--- config.mk ---
export PLATFORM = sky130hd
export DESIGN_NAME = color_tag_grid_with_first_match_unit
export DESIGN_NICKNAME = d
export VERILOG_FILES = /design/src/hw/rtl/ctgf_pkg.sv /design/src/hw/rtl/color_tag_grid_with_first_match_unit.sv /design/src/hw/rtl/ctgf_cell.sv /design/src/hw/rtl/ctgf_head.sv
export SDC_FILE = /design/constraint.sdc
export NUM_CORES = 2
export LEC_CHECK = 0
export BUFFER_PORTS_ARGS = -buffer_cell sky130_fd_sc_hd__buf_2
export CAP_MARGIN = 15
export CORE_ASPECT_RATIO = 1.25
export CORE_MARGIN = 4
export CORE_UTILIZATION = 60
export CTS_BUF_LIST = sky130_fd_sc_hd__clkbuf_2
export CTS_CLUSTER_DIAMETER = 200
export DETAILED_ROUTE_END_ITERATION = 6
export PLACE_DENSITY = 0.76
export RECOVER_POWER = 50
export SKIP_LAST_GASP = 1
export SYNTH_ARGS = -nofsm -noshare
export SYNTH_HDL_FRONTEND = slang
export SYNTH_SLANG_ARGS = --single-unit
--- constraint.sdc ---
create_clock -name clk -period 130.4 [get_ports clk]
set_clock_uncertainty 0.05 [all_clocks]
set_input_delay 13.04 -clock clk [delete_from_list [all_inputs] [get_ports clk]]
set_output_delay 13.04 -clock clk [all_outputs]
set_load 0.01 [all_outputs]
--- src/hw/rtl/ctgf_pkg.sv ---
package ctgf_pkg;

    // Grid size
    localparam int MAX_COLS = 32;
    localparam int MAX_ROWS = 32;
    localparam int GRID_N   = MAX_ROWS * MAX_COLS;

    localparam int ROW_W = (MAX_ROWS > 1) ? $clog2(MAX_ROWS) : 1;
    localparam int COL_W = (MAX_COLS > 1) ? $clog2(MAX_COLS) : 1;

    // Configuration register width
    localparam int CFG_W     = 6;
    localparam int CFG_IDX_W = 1;

    // Common width for address and bound compares
    localparam int RCNT_W  = $clog2(MAX_ROWS + 1);
    localparam int CCNT_W  = $clog2(MAX_COLS + 1);
    localparam int CMPA_W  = (RCNT_W > CCNT_W) ? RCNT_W : CCNT_W;
    localparam int CMPB_W  = (CMPA_W > CFG_W) ? CMPA_W : CFG_W;
    localparam int CMP_W   = (CMPB_W > 5) ? CMPB_W : 5;

    // Configuration register indexes
    localparam logic [CFG_IDX_W-1:0] REG_GRID_COLS = 1'd0;
    localparam logic [CFG_IDX_W-1:0] REG_GRID_ROWS = 1'd1;

    // Operation codes
    localparam logic [2:0] MODE_WRITE  = 3'd0;
    localparam logic [2:0] MODE_MARK   = 3'd1;
    localparam logic [2:0] MODE_UNMARK = 3'd2;
    localparam logic [2:0] MODE_READ   = 3'd3;
    localparam logic [2:0] MODE_FIND   = 3'd4;
    localparam logic [2:0] MODE_CLEAR  = 3'd5;

    // Colour codes
    localparam logic [2:0] COLOR_RED    = 3'd0;
    localparam logic [2:0] COLOR_YELLOW = 3'd1;
    localparam logic [2:0] COLOR_GREEN  = 3'd2;
    localparam logic [2:0] COLOR_BLUE   = 3'd3;
    localparam logic [2:0] COLOR_EMPTY  = 3'd4;

    // Hue band limits in degrees
    localparam logic [8:0] BAND_YELLOW = 9'd40;
    localparam logic [8:0] BAND_GREEN  = 9'd80;
    localparam logic [8:0] BAND_BLUE   = 9'd170;
    localparam logic [8:0] BAND_TOP    = 9'd280;

    typedef struct packed {
        logic [2:0] color;
        logic       drawn;
    } tag_t;

    localparam tag_t TAG_EMPTY = '{color: COLOR_EMPTY, drawn: 1'b0};

    typedef struct packed {
        logic [2:0] mode;
        logic [4:0] col_index;
        logic [4:0] row_index;
        logic [7:0] hue;
        logic [2:0] query_color;
        logic       query_drawn;
    } cmd_t;

    typedef struct packed {
        logic       ok;
        logic [2:0] tag_color;
        logic       tag_drawn;
        logic [4:0] found_row;
        logic [4:0] found_col;
    } result_t;

    // Scan position and phase handed to the head unit
    typedef struct packed {
        logic             init;
        logic             scan;
        logic             first;
        logic             in_use;
        logic [ROW_W-1:0] row;
        logic [COL_W-1:0] col;
    } head_ctl_t;

    function automatic logic [2:0] classify_hue(input logic [7:0] hue);
        logic [8:0] deg;
        deg = {hue, 1'b0};
        if (deg < BAND_YELLOW)
            return COLOR_RED;
        else if (deg < BAND_GREEN)
            return COLOR_YELLOW;
        else if (deg < BAND_BLUE)
            return COLOR_GREEN;
        else if (deg < BAND_TOP)
            return COLOR_BLUE;
        else
            return COLOR_RED;
    endfunction

endpackage

--- src/hw/rtl/color_tag_grid_with_first_match_unit.sv ---
// Colour tag grid with first-match search.
//
// Command channel: drive cmd and raise start; the command transfers at a
// rising edge where start is high and busy is low. Each command gives one
// result: done is high for exactly one cycle with result valid in that same
// cycle. The receiver cannot hold a result off; take it when done is high.
// Configuration channel: cfg_valid/cfg_ready with cfg_index and cfg_data;
// index 0 is grid_cols, index 1 is grid_rows. cfg_ready is always high.
// Write configuration only while busy is low and no result is pending.
//
// Operation: every command rotates the whole tag ring once past the head
// unit, one entry per cycle, so busy stays high for the whole lap after the
// transfer and done is shown in the cycle after the lap ends. The ring
// rotation sets the rate: a new command may transfer at the edge that ends
// the done cycle; the block takes no new command while one is in its lap.
// Reset: the registers return to 32 by 32 and the ring is swept once to
// empty, undrawn tags; busy stays high for the whole sweep.
module color_tag_grid_with_first_match_unit (
    input  logic                             clk,
    input  logic                             rst_n,
    input  logic                             start,
    output logic                             busy,
    input  ctgf_pkg::cmd_t                   cmd,
    output logic                             done,
    output ctgf_pkg::result_t                result,
    input  logic                             cfg_valid,
    output logic                             cfg_ready,
    input  logic [ctgf_pkg::CFG_IDX_W-1:0]   cfg_index,
    input  logic [ctgf_pkg::CFG_W-1:0]       cfg_data
);
    import ctgf_pkg::*;

    // Sequencer states
    localparam logic [1:0] ST_INIT = 2'd0;
    localparam logic [1:0] ST_IDLE = 2'd1;
    localparam logic [1:0] ST_SCAN = 2'd2;

    localparam logic [ROW_W-1:0] ROW_LAST = ROW_W'(MAX_ROWS - 1);
    localparam logic [COL_W-1:0] COL_LAST = COL_W'(MAX_COLS - 1);

    logic [1:0]       state_reg;
    logic [1:0]       state_next;
    logic [ROW_W-1:0] row_reg;
    logic [ROW_W-1:0] row_next;
    logic [COL_W-1:0] col_reg;
    logic [COL_W-1:0] col_next;
    logic             done_reg;
    logic             done_next;
    logic [CFG_W-1:0] grid_cols_reg;
    logic [CFG_W-1:0] grid_rows_reg;
    cmd_t             cmd_reg;

    logic             shift;
    logic             last;
    logic             accept;
    logic [CMP_W-1:0] used_cols;
    logic [CMP_W-1:0] used_rows;
    head_ctl_t        ctl;
    tag_t             head_tag;
    tag_t             ring [GRID_N];

    // ---------------------------------------------------------------
    // Configuration registers: always ready, one transfer per cycle
    // ---------------------------------------------------------------
    assign cfg_ready = 1'b1;

    always_ff @(posedge clk or negedge rst_n)
    begin
        if (!rst_n)
        begin
            grid_cols_reg <= CFG_W'(32);
            grid_rows_reg <= CFG_W'(32);
        end
        else if (cfg_valid && cfg_ready)
        begin
            case (cfg_index)
                REG_GRID_COLS: grid_cols_reg <= cfg_data;
                REG_GRID_ROWS: grid_rows_reg <= cfg_data;
                default:       grid_cols_reg <= grid_cols_reg;
            endcase
        end
    end

    // Saturate the registers to the physical grid
    assign used_cols = (CMP_W'(grid_cols_reg) > CMP_W'(MAX_COLS))
                       ? CMP_W'(MAX_COLS) : CMP_W'(grid_cols_reg);
    assign used_rows = (CMP_W'(grid_rows_reg) > CMP_W'(MAX_ROWS))
                       ? CMP_W'(MAX_ROWS) : CMP_W'(grid_rows_reg);

    // ---------------------------------------------------------------
    // Sequencer: sweep after reset, then one full lap per command
    // ---------------------------------------------------------------
    assign busy   = (state_reg != ST_IDLE);
    assign accept = start && !busy;
    assign shift  = (state_reg == ST_INIT) || (state_reg == ST_SCAN);
    assign last   = (row_reg == ROW_LAST) && (col_reg == COL_LAST);

    always_comb
    begin
        state_next = state_reg;
        done_next  = 1'b0;
        case (state_reg)
            ST_INIT:
            begin
                if (last)
                begin
                    state_next = ST_IDLE;
                end
            end
            ST_IDLE:
            begin
                if (accept)
                begin
                    state_next = ST_SCAN;
                end
            end
            ST_SCAN:
            begin
                if (last)
                begin
                    state_next = ST_IDLE;
                    done_next  = 1'b1;
                end
            end
            default:
            begin
                state_next = ST_INIT;
            end
        endcase
    end

    // Advance the row-major position of the entry at the head;
    // a full lap brings both counters back to zero
    always_comb
    begin
        row_next = row_reg;
        col_next = col_reg;
        if (shift)
        begin
            if (col_reg == COL_LAST)
            begin
                col_next = '0;
                row_next = (row_reg == ROW_LAST) ? '0 : row_reg + 1'b1;
            end
            else
            begin
                col_next = col_reg + 1'b1;
            end
        end
    end

    always_ff @(posedge clk or negedge rst_n)
    begin
        if (!rst_n)
        begin
            state_reg <= ST_INIT;
            row_reg   <= '0;
            col_reg   <= '0;
            done_reg  <= 1'b0;
        end
        else
        begin
            state_reg <= state_next;
            row_reg   <= row_next;
            col_reg   <= col_next;
            done_reg  <= done_next;
        end
    end

    // Hold the command for the whole lap
    always_ff @(posedge clk)
    begin
        if (accept)
        begin
            cmd_reg <= cmd;
        end
    end

    // ---------------------------------------------------------------
    // Head unit: edits the entry leaving the ring and builds the result
    // ---------------------------------------------------------------
    assign ctl.init   = (state_reg == ST_INIT);
    assign ctl.scan   = (state_reg == ST_SCAN);
    assign ctl.first  = (row_reg == '0) && (col_reg == '0);
    assign ctl.in_use = (CMP_W'(row_reg) < used_rows) && (CMP_W'(col_reg) < used_cols);
    assign ctl.row    = row_reg;
    assign ctl.col    = col_reg;

    ctgf_head u_head (
        .clk     (clk),
        .ctl     (ctl),
        .cmd     (cmd_reg),
        .tag_in  (ring[GRID_N-1]),
        .tag_out (head_tag),
        .result  (result)
    );

    // ---------------------------------------------------------------
    // Tag ring: entry e sits in the last cell when the lap position is e;
    // the edited tag re-enters at the first cell
    // ---------------------------------------------------------------
    for (genvar i = 0; i < GRID_N; i++)
    begin : g_ring
        if (i == 0)
        begin : g_first
            ctgf_cell u_cell (
                .clk   (clk),
                .shift (shift),
                .d     (head_tag),
                .q     (ring[i])
            );
        end
        else
        begin : g_rest
            ctgf_cell u_cell (
                .clk   (clk),
                .shift (shift),
                .d     (ring[i-1]),
                .q     (ring[i])
            );
        end
    end

    assign done = done_reg;

endmodule

--- src/hw/rtl/ctgf_cell.sv ---
module ctgf_cell (
    input  logic           clk,
    input  logic           shift,
    input  ctgf_pkg::tag_t d,
    output ctgf_pkg::tag_t q
);
    import ctgf_pkg::*;

    tag_t tag_reg;

    // Take the neighbour's tag while the ring advances, hold otherwise
    always_ff @(posedge clk)
    begin
        if (shift)
        begin
            tag_reg <= d;
        end
    end

    assign q = tag_reg;

endmodule

--- src/hw/rtl/ctgf_head.sv ---
module ctgf_head (
    input  logic                clk,
    input  ctgf_pkg::head_ctl_t ctl,
    input  ctgf_pkg::cmd_t      cmd,
    input  ctgf_pkg::tag_t      tag_in,
    output ctgf_pkg::tag_t      tag_out,
    output ctgf_pkg::result_t   result
);
    import ctgf_pkg::*;

    result_t result_reg;
    result_t result_next;
    result_t base;
    logic    hit;
    logic    known;

    assign hit = ctl.in_use
                 && (CMP_W'(cmd.row_index) == CMP_W'(ctl.row))
                 && (CMP_W'(cmd.col_index) == CMP_W'(ctl.col));
    assign known = (tag_in.color < COLOR_EMPTY);

    always_comb
    begin
        // Drop the previous result at the first entry of a lap
        if (ctl.first)
        begin
            base.ok        = (cmd.mode == MODE_CLEAR);
            base.tag_color = COLOR_EMPTY;
            base.tag_drawn = 1'b0;
            base.found_row = 5'd0;
            base.found_col = 5'd0;
        end
        else
        begin
            base = result_reg;
        end

        result_next = base;
        tag_out     = tag_in;

        if (ctl.init)
        begin
            tag_out = TAG_EMPTY;
        end
        else if (ctl.scan)
        begin
            case (cmd.mode)
                MODE_WRITE:
                begin
                    if (hit)
                    begin
                        tag_out.color  = classify_hue(cmd.hue);
                        tag_out.drawn  = 1'b0;
                        result_next.ok = 1'b1;
                    end
                end
                MODE_MARK:
                begin
                    if (hit && known && !tag_in.drawn)
                    begin
                        tag_out.drawn  = 1'b1;
                        result_next.ok = 1'b1;
                    end
                end
                MODE_UNMARK:
                begin
                    if (hit && known && tag_in.drawn)
                    begin
                        tag_out.drawn  = 1'b0;
                        result_next.ok = 1'b1;
                    end
                end
                MODE_READ:
                begin
                    if (hit)
                    begin
                        result_next.ok        = 1'b1;
                        result_next.tag_color = tag_in.color;
                        result_next.tag_drawn = tag_in.drawn;
                    end
                end
                MODE_FIND:
                begin
                    if (ctl.in_use && !base.ok
                        && (tag_in.color == cmd.query_color)
                        && (tag_in.drawn == cmd.query_drawn))
                    begin
                        result_next.ok        = 1'b1;
                        result_next.found_row = 5'(ctl.row);
                        result_next.found_col = 5'(ctl.col);
                    end
                end
                MODE_CLEAR:
                begin
                    if (ctl.in_use)
                    begin
                        tag_out.drawn = 1'b0;
                    end
                end
                default:
                begin
                    result_next = base;
                end
            endcase
        end
    end

    always_ff @(posedge clk)
    begin
        if (ctl.scan)
        begin
            result_reg <= result_next;
        end
    end

    assign result = result_reg;

endmodule

==> reports/results.md <==
| Quantity | Reported |
|:---|:---|
| Run status | complete, but fails checks |
| Violated checks | max-capacitance violations, max-slew violations |
| GP Congestion | 0.720 |
| Number of unique standard cell types used by synthesis | 47 |
| Category of the critical setup timing path | flop to output port |
| Largest area contributor in the netlist | edfxtp_1 |
| Reg power frac | 65.8% |
| Setup Slack @ Placement | 115.91 ns |
| Root Buffer Master | clkbuf_2 |
| Antenna violations before repair | 6 |
| Multiplexer area fraction after synthesis | 0.178% |
| Yosys warns | 0 |
| Design internal power | 1.74 mW |
| Via count | 43765 |
| Synthesized netlist cell count | 4372 |
| CTS H-Tree Depth | 6 |
| Power density normalized to cell area | 16.1 nW/µm² |
| Clock transition at the register clock pins on the worst setup and hold paths after CTS | 0.14 ns |
| Worst max-slew margin expressed relative to the limit | -283% |
| Chip Width | 418 µm |
| Area fraction in compound gates after synthesis | 0.251% |
| Worst skew pair latency | 1.71 ns |
| Maximum ir drop on the vdd rail | 0.00973 mV |
| Synthesis-to-layout area growth | 9.48% |
| Count of cells resized by post-cts repair | 0 |
| Critical Path AT | 2.52 ns |
| First-pass detailed-route iteration total | 5 |
| Buffers from clock root to sink, at most | 4 |
| Xor-xnor portion of the synthesized cell area | 0.125% |
| Biggest fanout along the worst timing path | 4 |
| Number of global-route vias before repair | 44372 |
| Chip height | 521 µm |
| Cells taking the most area after synthesis | edfxtp_1 98%, dfrtp_1 0.46%, mux2_2 0.14% |
| Setup TNS Final | 0 ns |
| Setup crit end kind | output port |
| Final Core Density | 66.0% |
| Residual overflow from global routing | 0 |
| Most used DFF post-synth | edfxtp_1 |
| Highest metal used | met5 |
| Max_cap viols | 1 |
| Count of buffers from port buffering | 52 |
| Pin count of the biggest net entering global routing | 201 |
| Tightest Pin Transition | 5.72 ns |
| Net Count, Synth | 4422 |
| Switching power share of the total | 21.4% |
| Relative contribution of the clock network to total power | 33.6% |
| DRC violation count after routing | 0 |
| Detailed Route WL | 147000 µm |
| Seq/Total Area, Yosys | 98.9% |
| Via-per-instance ratio | 4.99 |
| Wire length of the first global-routing pass | 238000 µm |
| Hold Path Class | flop to flop |
| Final #Nets | 5380 |
| Hpwl dp | 57700 µm |
| Comb pwr share | 0.6% |
| Worst hold slack | 0.207 ns |
| Combinational family with the most area after synthesis | simple AND/OR/NAND/NOR gates |
| Number of register bits inferred by synthesis | 4161 |
| Share of cells above drive strength 1 | 24.1% |
| Required arrival time at the worst endpoint | 117.31 ns |
| RSZ-0062 raised after global routing | false |
| Commonest non-fill, non-tap cells in the layout | 4136 x edfxtp_1, 1233 x clkbuf_2, 224 x clkinv_1, 52 x buf_2, 46 x clkinv_2 |
| Iteration-0 DRC count of the detailed router | 4222 |
| Switching power of the nets | 0.475 mW |
| Async set-or-reset flop fraction in the synthesized netlist | 0.601% |
| Number of clock buffers inserted by TritonCTS | 868 |
| Global routing usage summed across all routing layers | 13.5% |
| Achievable Freq | 0.0641 GHz |
| Mean instance size in the synthesized netlist | 28.9 µm² |
| Slew Viols, Final | 143 |
| Number of antenna-violating nets in the routed design | 0 |
| Clock Sinks | 4161 |
| Netlist Area Pre-Place | 126000 µm² |
| Hold-fix buffer count after cts | 0 |
| Area of the core region | 210000 µm² |
| Total routed wire length on the met1 layer | 76000 µm |
| Number of hold violations in the final report | 0 |
| Number of flip-flops in the largest register | 4092 |
| Final setup violation count | 0 |
| Startpoint type of the worst setup path | flop |
| Metal3 WL | 8140 µm |
| Clock tree from TritonCTS | built |
| Average wire length per cell after detail routing | 16.8 µm |
| Period utilisation layout | 12.0% |
| Final Critical Period | 15.61 ns |
| FP Rows | 188 |
| Met2 routed wirelength | 60000 µm |
| Most common library cell in the layout ignoring fill and taps | edfxtp_1 |
| Number of synthesized flops with an enable pin | 4136 |
| Top-Level Pins | 54 |
| Static leakage power | 40.7 nW |
| Top-area cell type share of the netlist area | 98.4% |
| Overall die area | 218000 µm² |
| Final setup slack of the worst path | 114.79 ns |
| Simple-Gate Fraction of Synth Area | 0.345% |
| Adder-cell area share of the yosys netlist | 0.139% |
| Effective utilization at floorplan | 60.2% |
| Setup repair bufs after CTS | 0 |
## cell families (layout without fill, tap and decap cells)
group	count (synthesis)	count (layout)
DFF	4161	4161
and+or+nand+nor	80	80
AOI/OAI and AO/OA	53	53
buffers and inverters	28	1665
muxes	20	20
xor gates and xnor gates	15	15
adders and majority gates	14	14
other	1	5
## routing by layer
layer,vias up,track usage [%]
met1,22055,22.9
li1,20313,-
met5,-,0
met4,8,5.57
met2,1082,16.5
met3,307,4.14
## path summary, 6_finish.rpt
check | startpoint | end | slack (ns) | cells past startpoint
setup / recovery | state_reg[1]$_DFFE_PN0P_ | busy | 114.79 | 3
hold / removal | g_ring[30].g_rest.u_cell.q[2]$_DFFE_PP_ | g_ring[31].g_rest.u_cell.q[2]$_DFFE_PP_ | 0.21 | 0
setup reg to reg | state_reg[0]$_DFFE_PN0P_ | g_ring[552].g_rest.u_cell.q[2]$_DFFE_PP_ | 119.23 | 8
hold reg to reg | g_ring[30].g_rest.u_cell.q[2]$_DFFE_PP_ | g_ring[31].g_rest.u_cell.q[2]$_DFFE_PP_ | 0.21 | 0
max in group asynchronous | rst_n | row_reg[2]$_DFFE_PN0P_ | 118.49 | 1
min in group asynchronous | rst_n | col_reg[1]$_DFFE_PN0P_ | 11.27 | 1
## critical path: stages, from the launching register on
cell	delay (ns)
dfrtp_1	0.43
inv_1	0.11
nand2_1	0.08
buf_2	0.17
## synthesized netlist by cell type (2+ instances only)
master	number
a21boi_1	2
a21oi_1	7
a31oi_1	3
a32o_1	2
and3_1	3
and4b_1	2
buf_6	2
clkbuf_1	5
dfrtp_1	23
dfstp_2	2
edfxtp_1	4136
ha_1	14
inv_1	18
mux2_2	16
mux2i_1	3
nand2_1	17
nand2b_1	12
nand3_1	15
nand4_1	6
nor2_1	12
nor2b_1	2
nor3_1	3
nor4_1	2
o21ai_0	27
o21ai_1	2
o22ai_1	3
or3_1	2
xnor2_1	11
xor2_1	2
## cell type report
class,count,area (µm²)
repair buffers,97,681
inverters,19,72.6
flip-flops and latches,4161,125000
fillers,12835,71400
clock inverters,316,1710
clock buffers,1233,6170
diodes,4,10.0
multi-input cells,183,1310
well taps,2755,3450
## metrics by stage
stage          power (mW)  area (µm²)  cells
6_report             2.22      138000   8768
2_1_floorplan        1.50      126000   4372
4_1_cts              2.26      138000   8762
3_5_place_dp         1.50      130000   7213
5_1_grt              2.34      138000   8767
3_3_place_gp         1.50      130000   7213
## power by group through the flow
stage	logic (mW)	registers [mW]	clock network (mW)
2_1_floorplan	0.00938	1.49	0
3_3_place_gp	0.0122	1.49	0
3_5_place_dp	0.0129	1.49	0
4_1_cts	0.0130	1.46	0.791
5_1_grt	0.0149	1.46	0.867
6_report	0.0131	1.46	0.747
(Power assumes the default switching activity.)
